### src/rtl/psfe_pkg.sv
// Shared types and constants for the particulate sensor frame emitter.
`default_nettype none
package psfe_pkg;

  // Event codes on the operation field
  localparam logic [1:0] OP_TICK  = 2'd0;
  localparam logic [1:0] OP_SLEEP = 2'd1;
  localparam logic [1:0] OP_RESET = 2'd2;

  // Configuration register indexes
  localparam logic REG_INTERVAL = 1'b0;
  localparam logic REG_MAX      = 1'b1;

  // Configuration reset values
  localparam logic [23:0] INTERVAL_RESET = 24'd1000000;
  localparam logic [15:0] MAX_RESET      = 16'd500;

  // Fixed frame header bytes
  localparam logic [7:0] HDR_0 = 8'h42;
  localparam logic [7:0] HDR_1 = 8'h4D;
  localparam logic [7:0] HDR_2 = 8'h00;
  localparam logic [7:0] HDR_3 = 8'h1C;
  localparam logic [15:0] HDR_SUM = 16'h00AB;

  // Frame geometry
  localparam int FRAME_LEN = 32;
  localparam int IDX_W     = $clog2(FRAME_LEN);
  localparam logic [IDX_W-1:0] IDX_LAST = IDX_W'(FRAME_LEN - 1);

  // Request queue geometry
  localparam int QDEPTH = 2;
  localparam int QPTR_W = $clog2(QDEPTH);
  localparam int QCNT_W = $clog2(QDEPTH + 1);

  // One frame request: the three clamped readings
  typedef struct packed {
    logic [15:0] pm1;
    logic [15:0] pm25;
    logic [15:0] pm10;
  } frame_req_t;

  // Queue status seen by both sides
  typedef struct packed {
    logic full;
    logic empty;
  } q_status_t;

endpackage
`default_nettype wire

### src/rtl/psfe_front.sv
// Front end: takes events, tracks sleep and interval state, queues frame requests.
`default_nettype none
module psfe_front (
  input  wire logic                  clk,
  input  wire logic                  rst,
  input  wire logic                  cfg_we,
  input  wire logic                  cfg_index,
  input  wire logic [23:0]           cfg_data,
  input  wire logic                  in_valid,
  output logic                       in_stall,
  input  wire logic [1:0]            operation,
  input  wire logic                  sleep_pin,
  input  wire logic [15:0]           pm1_reading,
  input  wire logic [15:0]           pm25_reading,
  input  wire logic [15:0]           pm10_reading,
  input  wire psfe_pkg::q_status_t   q_stat,
  output logic                       q_push,
  output psfe_pkg::frame_req_t       q_entry
);

  logic [23:0] interval_ticks;
  logic [15:0] max_reading;
  logic        asleep;
  logic        asleep_next;
  logic [23:0] tick_count;
  logic [23:0] tick_count_next;
  logic [24:0] tick_inc;
  logic        accept;
  logic        emit;

  // Hold requests back while the queue is full
  assign in_stall = q_stat.full;
  assign accept   = in_valid && !q_stat.full;
  assign tick_inc = {1'b0, tick_count} + 25'd1;

  // Clamp readings into the queued request
  assign q_entry.pm1  = (pm1_reading  > max_reading) ? max_reading : pm1_reading;
  assign q_entry.pm25 = (pm25_reading > max_reading) ? max_reading : pm25_reading;
  assign q_entry.pm10 = (pm10_reading > max_reading) ? max_reading : pm10_reading;
  assign q_push = accept && emit;

  // Classify the event
  always_comb begin
    asleep_next     = asleep;
    tick_count_next = tick_count;
    emit            = 1'b0;
    case (operation)
      psfe_pkg::OP_TICK: begin
        if (!asleep) begin
          if (tick_inc >= {1'b0, interval_ticks}) begin
            tick_count_next = '0;
            emit            = 1'b1;
          end else begin
            tick_count_next = tick_inc[23:0];
          end
        end
      end
      psfe_pkg::OP_SLEEP: begin
        if (!sleep_pin && !asleep) begin
          asleep_next = 1'b1;
        end else if (sleep_pin && asleep) begin
          asleep_next     = 1'b0;
          tick_count_next = '0;
          emit            = 1'b1;
        end
      end
      psfe_pkg::OP_RESET: begin
        if (asleep) begin
          asleep_next     = 1'b0;
          tick_count_next = '0;
        end
        emit = 1'b1;
      end
      default: begin
        emit = 1'b0;
      end
    endcase
  end

  // Update configuration and event state
  always_ff @(posedge clk) begin
    if (rst) begin
      interval_ticks <= psfe_pkg::INTERVAL_RESET;
      max_reading    <= psfe_pkg::MAX_RESET;
      asleep         <= 1'b0;
      tick_count     <= '0;
    end else begin
      if (cfg_we && cfg_index == psfe_pkg::REG_INTERVAL) begin
        interval_ticks <= cfg_data;
      end
      if (cfg_we && cfg_index == psfe_pkg::REG_MAX) begin
        max_reading <= cfg_data[15:0];
      end
      if (accept) begin
        asleep     <= asleep_next;
        tick_count <= tick_count_next;
      end
    end
  end

endmodule
`default_nettype wire

### src/rtl/psfe_queue.sv
// Short request queue between the front end and the frame sender.
`default_nettype none
module psfe_queue (
  input  wire logic                  clk,
  input  wire logic                  rst,
  input  wire logic                  push,
  input  wire psfe_pkg::frame_req_t  wr_entry,
  input  wire logic                  pop,
  output psfe_pkg::frame_req_t       rd_entry,
  output psfe_pkg::q_status_t        stat
);

  psfe_pkg::frame_req_t              mem [psfe_pkg::QDEPTH];
  logic [psfe_pkg::QPTR_W-1:0]       wr_ptr;
  logic [psfe_pkg::QPTR_W-1:0]       rd_ptr;
  logic [psfe_pkg::QCNT_W-1:0]       count;

  assign stat.full  = (count == psfe_pkg::QCNT_W'(psfe_pkg::QDEPTH));
  assign stat.empty = (count == '0);
  assign rd_entry   = mem[rd_ptr];

  // Store requests
  always_ff @(posedge clk) begin
    if (push) begin
      mem[wr_ptr] <= wr_entry;
    end
  end

  // Advance pointers and occupancy
  always_ff @(posedge clk) begin
    if (rst) begin
      wr_ptr <= '0;
      rd_ptr <= '0;
      count  <= '0;
    end else begin
      if (push) begin
        wr_ptr <= wr_ptr + 1'b1;
      end
      if (pop) begin
        rd_ptr <= rd_ptr + 1'b1;
      end
      case ({push, pop})
        2'b10:   count <= count + 1'b1;
        2'b01:   count <= count - 1'b1;
        default: count <= count;
      endcase
    end
  end

endmodule
`default_nettype wire

### src/rtl/psfe_back.sv
// Back end: walks one queued request through the 32 frame bytes.
`default_nettype none
module psfe_back (
  input  wire logic                  clk,
  input  wire logic                  rst,
  input  wire psfe_pkg::q_status_t   q_stat,
  input  wire psfe_pkg::frame_req_t  q_entry,
  output logic                       q_pop,
  output logic                       out_valid,
  input  wire logic                  out_stall,
  output logic [7:0]                 frame_byte,
  output logic                       last_byte
);

  logic                          busy;
  logic [psfe_pkg::IDX_W-1:0]    idx;
  psfe_pkg::frame_req_t          cur;
  logic [15:0]                   sum;
  logic                          advance;
  logic                          at_last;

  assign out_valid = busy;
  assign at_last   = (idx == psfe_pkg::IDX_LAST);
  assign last_byte = at_last;
  assign advance   = busy && !out_stall;
  // Load the next request when idle or when the last byte leaves
  assign q_pop     = !q_stat.empty && (!busy || (advance && at_last));

  // Checksum of bytes 0 to 29
  assign sum = psfe_pkg::HDR_SUM
             + {8'd0, cur.pm1[15:8]}  + {8'd0, cur.pm1[7:0]}
             + {8'd0, cur.pm25[15:8]} + {8'd0, cur.pm25[7:0]}
             + {8'd0, cur.pm10[15:8]} + {8'd0, cur.pm10[7:0]};

  // Select the byte at the current position
  always_comb begin
    case (idx)
      5'd0:    frame_byte = psfe_pkg::HDR_0;
      5'd1:    frame_byte = psfe_pkg::HDR_1;
      5'd2:    frame_byte = psfe_pkg::HDR_2;
      5'd3:    frame_byte = psfe_pkg::HDR_3;
      5'd4:    frame_byte = cur.pm1[15:8];
      5'd5:    frame_byte = cur.pm1[7:0];
      5'd6:    frame_byte = cur.pm25[15:8];
      5'd7:    frame_byte = cur.pm25[7:0];
      5'd8:    frame_byte = cur.pm10[15:8];
      5'd9:    frame_byte = cur.pm10[7:0];
      5'd30:   frame_byte = sum[15:8];
      5'd31:   frame_byte = sum[7:0];
      default: frame_byte = 8'd0;
    endcase
  end

  // Hold the request payload
  always_ff @(posedge clk) begin
    if (q_pop) begin
      cur <= q_entry;
    end
  end

  // Advance through the frame
  always_ff @(posedge clk) begin
    if (rst) begin
      busy <= 1'b0;
      idx  <= '0;
    end else if (q_pop) begin
      busy <= 1'b1;
      idx  <= '0;
    end else if (advance) begin
      if (at_last) begin
        busy <= 1'b0;
        idx  <= '0;
      end else begin
        idx <= idx + 1'b1;
      end
    end
  end

endmodule
`default_nettype wire

### src/rtl/particulate_sensor_frame_emitter_core.sv
// Top level of the particulate sensor frame emitter.
//
// Input channel: one event per request (tick, sleep pin change, reset pin
// falling edge) with the three current readings, taken when in_valid is high
// and in_stall is low. Output channel: one frame byte per request, taken when
// out_valid is high and out_stall is low; last_byte marks the low checksum
// byte, the 32nd byte of a frame.
// Configuration: cfg_we writes cfg_data into register cfg_index
// (0 interval_ticks, 1 max_reading); write only while the block is idle.
// The first byte of a frame is offered once its request has passed through
// the queue and been loaded into the byte walker. A frame holds the output
// until its 32 bytes have left; the byte walker loads the next queued request
// in the same cycle the last byte leaves, so frames stream back to back while
// requests wait. Requests that cause no frame are not queued. A two-entry
// queue sits between the event front end and the byte walker, so in_stall
// rises only when two frame requests wait.
// Reset clears the sleep flag, the tick counter, the queue and the walker,
// and loads the configuration reset values. When the receiver stalls, the
// current byte holds and the queue fills, then in_stall rises.
`default_nettype none
module particulate_sensor_frame_emitter_core (
  input  wire logic        clk,
  input  wire logic        rst,
  input  wire logic        cfg_we,
  input  wire logic        cfg_index,
  input  wire logic [23:0] cfg_data,
  input  wire logic        in_valid,
  output logic             in_stall,
  input  wire logic [1:0]  operation,
  input  wire logic        sleep_pin,
  input  wire logic [15:0] pm1_reading,
  input  wire logic [15:0] pm25_reading,
  input  wire logic [15:0] pm10_reading,
  output logic             out_valid,
  input  wire logic        out_stall,
  output logic [7:0]       frame_byte,
  output logic             last_byte
);

  psfe_pkg::q_status_t  q_stat;
  psfe_pkg::frame_req_t wr_entry;
  psfe_pkg::frame_req_t rd_entry;
  logic                 q_push;
  logic                 q_pop;

  psfe_front u_front (
    .clk          (clk),
    .rst          (rst),
    .cfg_we       (cfg_we),
    .cfg_index    (cfg_index),
    .cfg_data     (cfg_data),
    .in_valid     (in_valid),
    .in_stall     (in_stall),
    .operation    (operation),
    .sleep_pin    (sleep_pin),
    .pm1_reading  (pm1_reading),
    .pm25_reading (pm25_reading),
    .pm10_reading (pm10_reading),
    .q_stat       (q_stat),
    .q_push       (q_push),
    .q_entry      (wr_entry)
  );

  psfe_queue u_queue (
    .clk      (clk),
    .rst      (rst),
    .push     (q_push),
    .wr_entry (wr_entry),
    .pop      (q_pop),
    .rd_entry (rd_entry),
    .stat     (q_stat)
  );

  psfe_back u_back (
    .clk        (clk),
    .rst        (rst),
    .q_stat     (q_stat),
    .q_entry    (rd_entry),
    .q_pop      (q_pop),
    .out_valid  (out_valid),
    .out_stall  (out_stall),
    .frame_byte (frame_byte),
    .last_byte  (last_byte)
  );

  // No request is pushed into a full queue
  a_no_overflow: assert property (@(posedge clk) disable iff (rst)
    q_push |-> !q_stat.full)
    else $error("frame request pushed into full queue");

  // No request is popped from an empty queue
  a_no_underflow: assert property (@(posedge clk) disable iff (rst)
    q_pop |-> !q_stat.empty)
    else $error("frame request popped from empty queue");

  // A frame ends only after its last byte was taken
  a_frame_whole: assert property (@(posedge clk) disable iff (rst)
    $fell(out_valid) |-> ($past(last_byte) && !$past(out_stall)))
    else $error("frame output ended before the checksum byte");

endmodule
`default_nettype wire
### config.mk
export PLATFORM = sky130hd
export DESIGN_NAME = particulate_sensor_frame_emitter_core
export DESIGN_NICKNAME = d
export VERILOG_FILES = /design/src/rtl/psfe_pkg.sv /design/src/rtl/psfe_front.sv /design/src/rtl/psfe_queue.sv /design/src/rtl/psfe_back.sv /design/src/rtl/particulate_sensor_frame_emitter_core.sv
export SDC_FILE = /design/constraint.sdc
export NUM_CORES = 1
export LEC_CHECK = 0
export BUFFER_PORTS_ARGS = -buffer_cell sky130_fd_sc_hd__buf_2
export CORE_MARGIN = 5
export CORE_UTILIZATION = 65
export CTS_CLUSTER_SIZE = 10
export DETAILED_ROUTE_END_ITERATION = 12
export PLACE_DENSITY = 0.85
export SETUP_SLACK_MARGIN = 0.05
export SYNTH_ARGS = -nofsm -noshare
export SYNTH_HDL_FRONTEND = slang
export SYNTH_HIERARCHICAL = 1
export SYNTH_SLANG_ARGS = --single-unit
### constraint.sdc
create_clock -name clk -period 16.89 [get_ports clk]
set_input_delay 3.378 -clock clk [delete_from_list [all_inputs] [get_ports clk]]
set_output_delay 3.378 -clock clk [all_outputs]
set_load 0.01 [all_outputs]
==> metrics.md, run 1 <==
| Metric | Value |
|---|---|
| Dpl hpwl | `23000 µm` |
| Share of the synthesized area in the top cell type | `33.5%` |
| Slew margin rel. | `17.8%` |
| IR Drop Worst-Case VDD | `between 0.0002 and 0.0003 V` |
| RSZ-0062 raised after global routing | `no` |
| Slew Limit Fails | `0` |
| Hold_buf cts | `0` |
| Synth Instances | `1160` |
| Number of antenna violations at the first check in global routing | `0` |
| Die Height | `151 µm` |
| Via-per-instance ratio | `6.17` |
| P&R area growth vs syn | `11.0%` |
| Seq/Total Area, Yosys | `between 40% and 50%` |
| Initial DRC Count | `~900` |
| CTS tree | `done` |
| Synth area leaders | `edfxtp_1 (33%), dfxtp_1 (12%), ha_1 (11%), mux2_2 (7.5%), fa_1 (3.7%)` |
| Share of layout cells above drive strength 1 | `20.6%` |
| Worst-path clk slew | `~0.050 ns` |
| Clock sinks | `220` |
| Clk_lat worst skew | `0.52 ns` |
| Outcome | `finished clean` |
| Clk buf depth | `3` |
| Ys flop type | `edfxtp_1` |
| Grt ovf | `0` |
| Worst path slowest cell | `fa_1` |
| Diode count | `0` |
| Endpoints failing setup | `0` |
| Tot GR Track Use | `around 28%` |
| Via count of the first global-routing pass | `9322` |
| Boundary Pins | `92` |
| Final Skew | `about 0.026 ns` |
| Placer congestion estimate | `around 0.91` |
| Minimum clock period | `8.38 ns` |
| Slew at the pin with the worst max-slew slack | `around 1.2 ns` |
| Post-CTS repair timing setup buffer count | `0` |
| Number of flops mapped to enable cells by yosys | `144` |
| Final hold violation count | `0` |
| Post-route ant nets | `0` |
| Die ar. | `between 20000 and 25000 µm²` |
| Hold EP | `u_front/interval_ticks[11]$_SDFFE_PP0P_` |
| Fillers | `1353` |
| WL final | `31900 µm` |
| Warning count from the yosys run | `6` |
| Layout net count | `1464` |
| Cts bufs inserted | `26` |
| Syn Nets | `1380` |
| Crit end category | `output port` |
| Most frequent cell after synthesis | `edfxtp_1` |
| RR Endpoint | `u_queue/mem[0][29]$_DFFE_PP_` |
| Worst Path Arrival | `5.00 ns` |
| Die X | `151 µm` |
| Sum of negative setup slack | `0 ns` |
| DRC viols | `0` |
| Max_cap viols | `0` |
| Seq cells post-synth | `between 200 and 250` |
| Reg2reg path depth | `16` |
| Leading area contributor after synthesis | `edfxtp_1` |
| I/O Buffers | `between 90 and 100` |
| Flop2flop setup slack | `roughly 12 ns` |
| Hold/Removal Path Class | `reg -> reg` |
| Leakage | `0.00580 µW` |
| Reg2reg start | `u_front/tick_count[0]$_SDFFE_PP0P_` |
| Max incr delay on CP | `roughly 0.45 ns` |
| Initial Util | `66.1%` |
| CP Buf/Inv Count | `3` |
| Routed vias | `9428` |
| CP max FO | `8` |
| Post-synth top cells | `edfxtp_1 (144), ha_1 (115), inv_1 (112)` |
| Mapped Avg Cell Area | `11.1 µm²` |
| Hold Startpoint | `u_front/interval_ticks[11]$_SDFFE_PP0P_` |
| Resized Gates After CTS | `0` |
| Tot Pwr | `3110 µW` |
| Worst EP required | `13.51 ns` |
| Drt first pass iters | `5` |
| Netlist cell types | `80` |
| H-tree depth | `1` |
| Fmax | `0.119 GHz` |
| Core ar. | `19500 µm²` |
| Kind of critical path | `reg -> out` |
| First-pass GRT wire length | `roughly 50000 µm` |
| Clock root cell | `clkbuf_16` |
| Routed wire length per instance | `20.9 µm` |
| FP Rows | `51` |
| Crit-path cells | `inv_1 > fa_1 > inv_1 > fa_1 > ha_1 > nor2b_1 > o21ai_1 > nand2b_1 > a311oi_1 > xnor2_1 > fa_1 > ha_1 > a21oi_1 > o21ai_0 > and2_1 > xnor2_1 > o21ai_2 > buf_2` |
| Largest net degree at the start of global routing | `55` |
| CP dominant cell by count | `fa_1` |
| Final period util | `a little under 50%` |
| Critical path's top delay family | `adder cells` |
| Startpoint Class | `flip-flop` |
| Synthesized cell area | `12900 µm²` |
| Async S/R FF share, synth | `0%` |
| PwrDens | `217 nW/µm²` |
| Worst Hold Depth | `2` |
## metal layers
layer / global-route usage [%] / share of wire (%) / up-vias
met5: 0 / 0 / -
met4: 8.66 / 3.0 / 0
met3: 4.07 / 7.8 / 74
met2: 46.3 / 47 / 451
met1: 39.3 / 42 / 4514
li1: - / - / 4389
## cell usage in the layout (no fill, tap or decap), types with 27 or more instances in the layout
| cell | count |
|---|---|
| edfxtp_1 | 144 |
| ha_1 | 115 |
| inv_1 | 112 |
| nand2_1 | 107 |
| buf_2 | 91 |
| mux2_2 | 86 |
| dfxtp_1 | 75 |
| a21oi_1 | 54 |
| nor2_1 | 49 |
| o21ai_0 | 31 |
| clkbuf_16 | 28 |
| nand4_1 | 27 |
## report_power, final
| group | leakage (µW) | switching (µW) | internal, µW |
|---|---|---|---|
| Sequential | 0.00194 | 51.0 | 666 |
| Clock | 0.000371 | 206 | 306 |
| Combinational | 0.00349 | 1090 | 784 |
| Total | 0.00580 | 1350 | 1760 |
## cells by family after synthesis
group	after synthesis	synth area share [%]
multiplexers	105	9.37
AO/OA/AOI/OAI	204	10.9
buffers and inverters	156	5.17
adder cells (fa/ha/maj)	139	14.9
XOR/XNOR	37	2.51
flip-flops	220	45.3
AND/OR/NAND/NOR	299	12.0
## area by class of cell
type | count | area, µm² | share of cell area [%]
Multi-Input combinational cell | 784 | 6430 | 44.9
Sequential cell | 220 | 5850 | 40.8
Timing Repair Buffer | 100 | 523 | 3.65
Clock inverter | 1 | 5.00 | 0.0349
Clock buffer | 47 | 772 | 5.39
Inverter | 112 | 420 | 2.93
Tap cell | 265 | 332 | 2.31
## state kept, by name, summed over array words and instances (netlist names), named ones only
name	count
u_queue/mem	96
u_back/cur	48
u_front/interval_ticks	24
u_front/tick_count	24
u_front/max_reading	16
u_back/idx	5
u_queue/count	2
u_back/out_valid	1
u_front/asleep	1
u_queue/rd_ptr	1
u_queue/wr_ptr	1
## worst register-to-register path: stages (launching register included)
cell and delay [ns]:
dfxtp_1 0.46, ha_1 0.28, nand3_1 0.27, nor2_2 0.26, nand2_1 0.24, nor2_1 0.20
xor2_1 0.10, ha_1 0.32, nand4_1 0.10, nor2_1 0.20, nand4_1 0.16, a2111oi_2 0.52
o211ai_1 0.19, a211oi_1 0.46, inv_1 0.17, nor2_4 0.11, buf_4 0.55
## how the worst max path moves through the flow
stage	to	cells past startpoint	startpoint	slack, ns
floorplan	frame_byte[0]	17	u_back/cur[26]$_DFFE_PP_	9.50
global placement	frame_byte[0]	18	u_back/cur[26]$_DFFE_PP_	9.24
detailed placement	frame_byte[0]	18	u_back/cur[26]$_DFFE_PP_	9.04
CTS	frame_byte[0]	18	u_back/cur[26]$_DFFE_PP_	8.52
global route	frame_byte[0]	18	u_back/cur[26]$_DFFE_PP_	8.19
finish	frame_byte[0]	18	u_back/cur[26]$_DFFE_PP_	8.51
## per-stage QoR
stage	cells	utilization, %	hold slack (ns)	cell area [µm²]	setup WS, ns
6_report	1529	73.4	0.452	14300	8.51
4_1_cts	1529	73.4	0.454	14300	8.52
5_1_grt	1529	73.4	0.475	14300	8.19
3_3_place_gp	1481	69.4	0.443	13600	9.24
3_5_place_dp	1481	69.4	0.448	13600	9.04
2_1_floorplan	1160	-	0.436	12900	9.50
Note: power is estimated with default switching activity, not from simulation.
==> inputs of run 2 (changes only) <==
- CORE_UTILIZATION: 65 -> 55
- PLACE_DENSITY: 0.85 -> 0.77
- clock period: 16.89 -> 7.65 ns (I/O delays scaled with it)
==> run 2 against run 1 <==
Net effect:
- power rose by 120%
- flip-flop and latch count unchanged
- combinational power rose by 120%
==> metrics.md, run 2 (same netlist as run 1, synthesis figures left out) <==
| Metric | Value |
|---|---|
| Outcome | `finished clean` |
| FP Rows | `56` |
| Worst hold slack | `between 0.4 and 0.5 ns` |
| CP dominant cell by count | `fa_1` |
| Net Sw Frac | `43.0%` |
| Uppermost layer routed | `met4` |
| Most frequent cells in the layout | `edfxtp_1 (144), ha_1 (115), inv_1 (112), nand2_1 (107), buf_2 (91)` |
| Critical path's top delay family | `adder cells` |
| Diode count | `0` |
| I/O Buffers | `91` |
| Largest Register | `u_queue/mem` |
| First-pass GRT wire length | `48200 µm` |
| CP max FO | `8` |
| Slew at the pin with the worst max-slew slack | `1.18 ns` |
| Commonest non-fill, non-tap cell in the layout | `edfxtp_1` |
| Hold/Removal Path Class | `reg -> reg` |
| Clk buf depth | `3` |
| P_sw | `2920 µW` |
| Cts bufs inserted | `26` |
| Leakage | `slightly below 0.006 µW` |
| Via-per-instance ratio | `5.83` |
| Drt first pass iters | `5` |
| Final Skew | `0.0195 ns` |
| Routed vias | `between 9000 and 10000` |
| Final period util | `85.3%` |
| Placed inst area | `13600 µm²` |
| Minimum clock period | `6.52 ns` |
| Clock sinks | `220` |
| Routed wire length per instance | `19.1 µm` |
| Initial DRC Count | `731` |
| Placer congestion estimate | `around 0.9` |
| Endpoints failing setup | `0` |
| Grt ovf | `0` |
| Sum of negative setup slack | `0 ns` |
| Die Height | `163 µm` |
| Worst Hold Depth | `2` |
| Slew Limit Fails | `0` |
| Die ar. | `between 20000 and 30000 µm²` |
| Post-Place Cells | `roughly 1500` |
| CTS tree | `done` |
| Die X | `163 µm` |
| Largest registers | `u_queue/mem: 96 flops, u_back/cur: 48 flops` |
| RSZ-0062 raised after global routing | `no` |
| Met2 routed WL | `around 14000 µm` |
| Tot GR Track Use | `22.7%` |
| Final worst setup slack | `1.13 ns` |
| Largest net degree at the start of global routing | `55` |
| Boundary Pins | `92` |
| Hold_buf cts | `0` |
| Power share of the clock group | `16.5%` |
| M1 WL | `13400 µm` |
| Post-CTS repair timing setup buffer count | `0` |
| Crit end category | `output port` |
| Via count of the first global-routing pass | `a little over 9000` |
| Slew margin rel. | `19.9%` |
| Kind of critical path | `reg -> out` |
| Place WS | `1.64 ns` |
| Worst-path clk slew | `0.05 ns` |
| Number of antenna violations at the first check in global routing | `0` |
| IR Drop Worst-Case VDD | `~0.00077 V` |
| Core ar. | `23300 µm²` |
| Share of layout cells above drive strength 1 | `20.8%` |
| Final hold violation count | `0` |
| Max incr delay on CP | `between 0.4 and 0.5 ns` |
| Clock root cell | `clkbuf_16` |
| Sequential share of power | `23.3%` |
| Initial Util | `55.5%` |
| DRC viols | `0` |
| Design area | `14400 µm²` |
| Post-route ant nets | `0` |
| Dpl hpwl | `22300 µm` |
| WL met3 | `2020 µm` |
| H-tree depth | `1` |
| WL final | `30200 µm` |
| Worst path slowest cell | `fa_1` |
| CP Buf/Inv Count | `3` |
| Reg2reg path depth | `16` |
| Max_cap viols | `0` |
| Fmax | `0.153 GHz` |
| Number of flip-flops under the largest register name | `96` |
| Clk_lat worst skew | `roughly 0.52 ns` |
| P&R area growth vs syn | `11.5%` |
| PwrDens | `472 nW/µm²` |
| Worst Path Arrival | `roughly 5.0 ns` |
| Crit-path cells | `inv_1 > fa_1 > inv_1 > fa_1 > ha_1 > nor2b_1 > o21ai_1 > nand2b_1 > a311oi_1 > xnor2_1 > fa_1 > ha_1 > a21oi_1 > o21ai_0 > and2_1 > xnor2_1 > o21ai_2 > buf_2` |
| Startpoint Class | `flip-flop` |
| Internal power | `3870 µW` |
| Resized Gates After CTS | `0` |
| Non-filler cells, final | `around 1600` |
| Crit path depth | `18` |
| Comb pwr share | `60.2%` |
| Worst EP required | `6.12 ns` |
| Layout net count | `1463` |
[run 2: changes by cell type in the layout (fill, tap and decap cells not counted)]
cell,delta
clkbuf_16,-2
clkinv_2,-1
clkbuf_8,+4
buf_4,-1
clkbuf_1,-4
clkinv_8,+1
[run 2: path summary, 6_finish.rpt]
kind / from / endpoint / slack (ns)
min reg2reg: u_front/interval_ticks[22]$_SDFFE_PP0P_ / u_front/interval_ticks[22]$_SDFFE_PP0P_ / 0.46
max: u_back/cur[26]$_DFFE_PP_ / frame_byte[0] / 1.13
max reg2reg: u_front/tick_count[0]$_SDFFE_PP0P_ / u_queue/mem[0][29]$_DFFE_PP_ / 2.20
min: u_front/interval_ticks[22]$_SDFFE_PP0P_ / u_front/interval_ticks[22]$_SDFFE_PP0P_ / 0.46
[run 2: power by group through the flow]
| stage | registers, µW | clock network (µW) | logic (µW) |
|---|---|---|---|
| after floorplan | 1570 | 0 | 3170 |
| after global placement | 1590 | 0 | 3900 |
| after detailed placement | 1610 | 0 | 4020 |
| after CTS | 1580 | 1140 | 4040 |
| after global routing | 1600 | 1200 | 4560 |
| final | 1580 | 1120 | 4090 |
[run 2: cell type report]
type,instances,area [µm²]
sequential,220,5850
timing repair buffer,99,515
tap,319,399
multi-input combinational,784,6430
clock buffer,45,762
inverter,112,420
clock inverter,1,16.3
fill,1907,8870
[run 2: tightest hold or removal path: stages (launching register included)]
cell     delay, ns
dfxtp_1       0.30
nand2_1       0.05
a21oi_1       0.05
[run 2: metal layers]
layer,vias up,GRT usage [%]
met5,-,0
met4,0,7.70
met3,59,3.10
met2,337,36.7
met1,4416,31.7
li1,4394,-
[run 2: metrics by stage]
stage | total power [µW] | util, %
after floorplan | 4740 | -
after global placement | 5490 | 58.5
after detailed placement | 5620 | 58.5
after CTS | 6760 | 61.9
after global routing | 7360 | 61.9
final | 6790 | 61.9
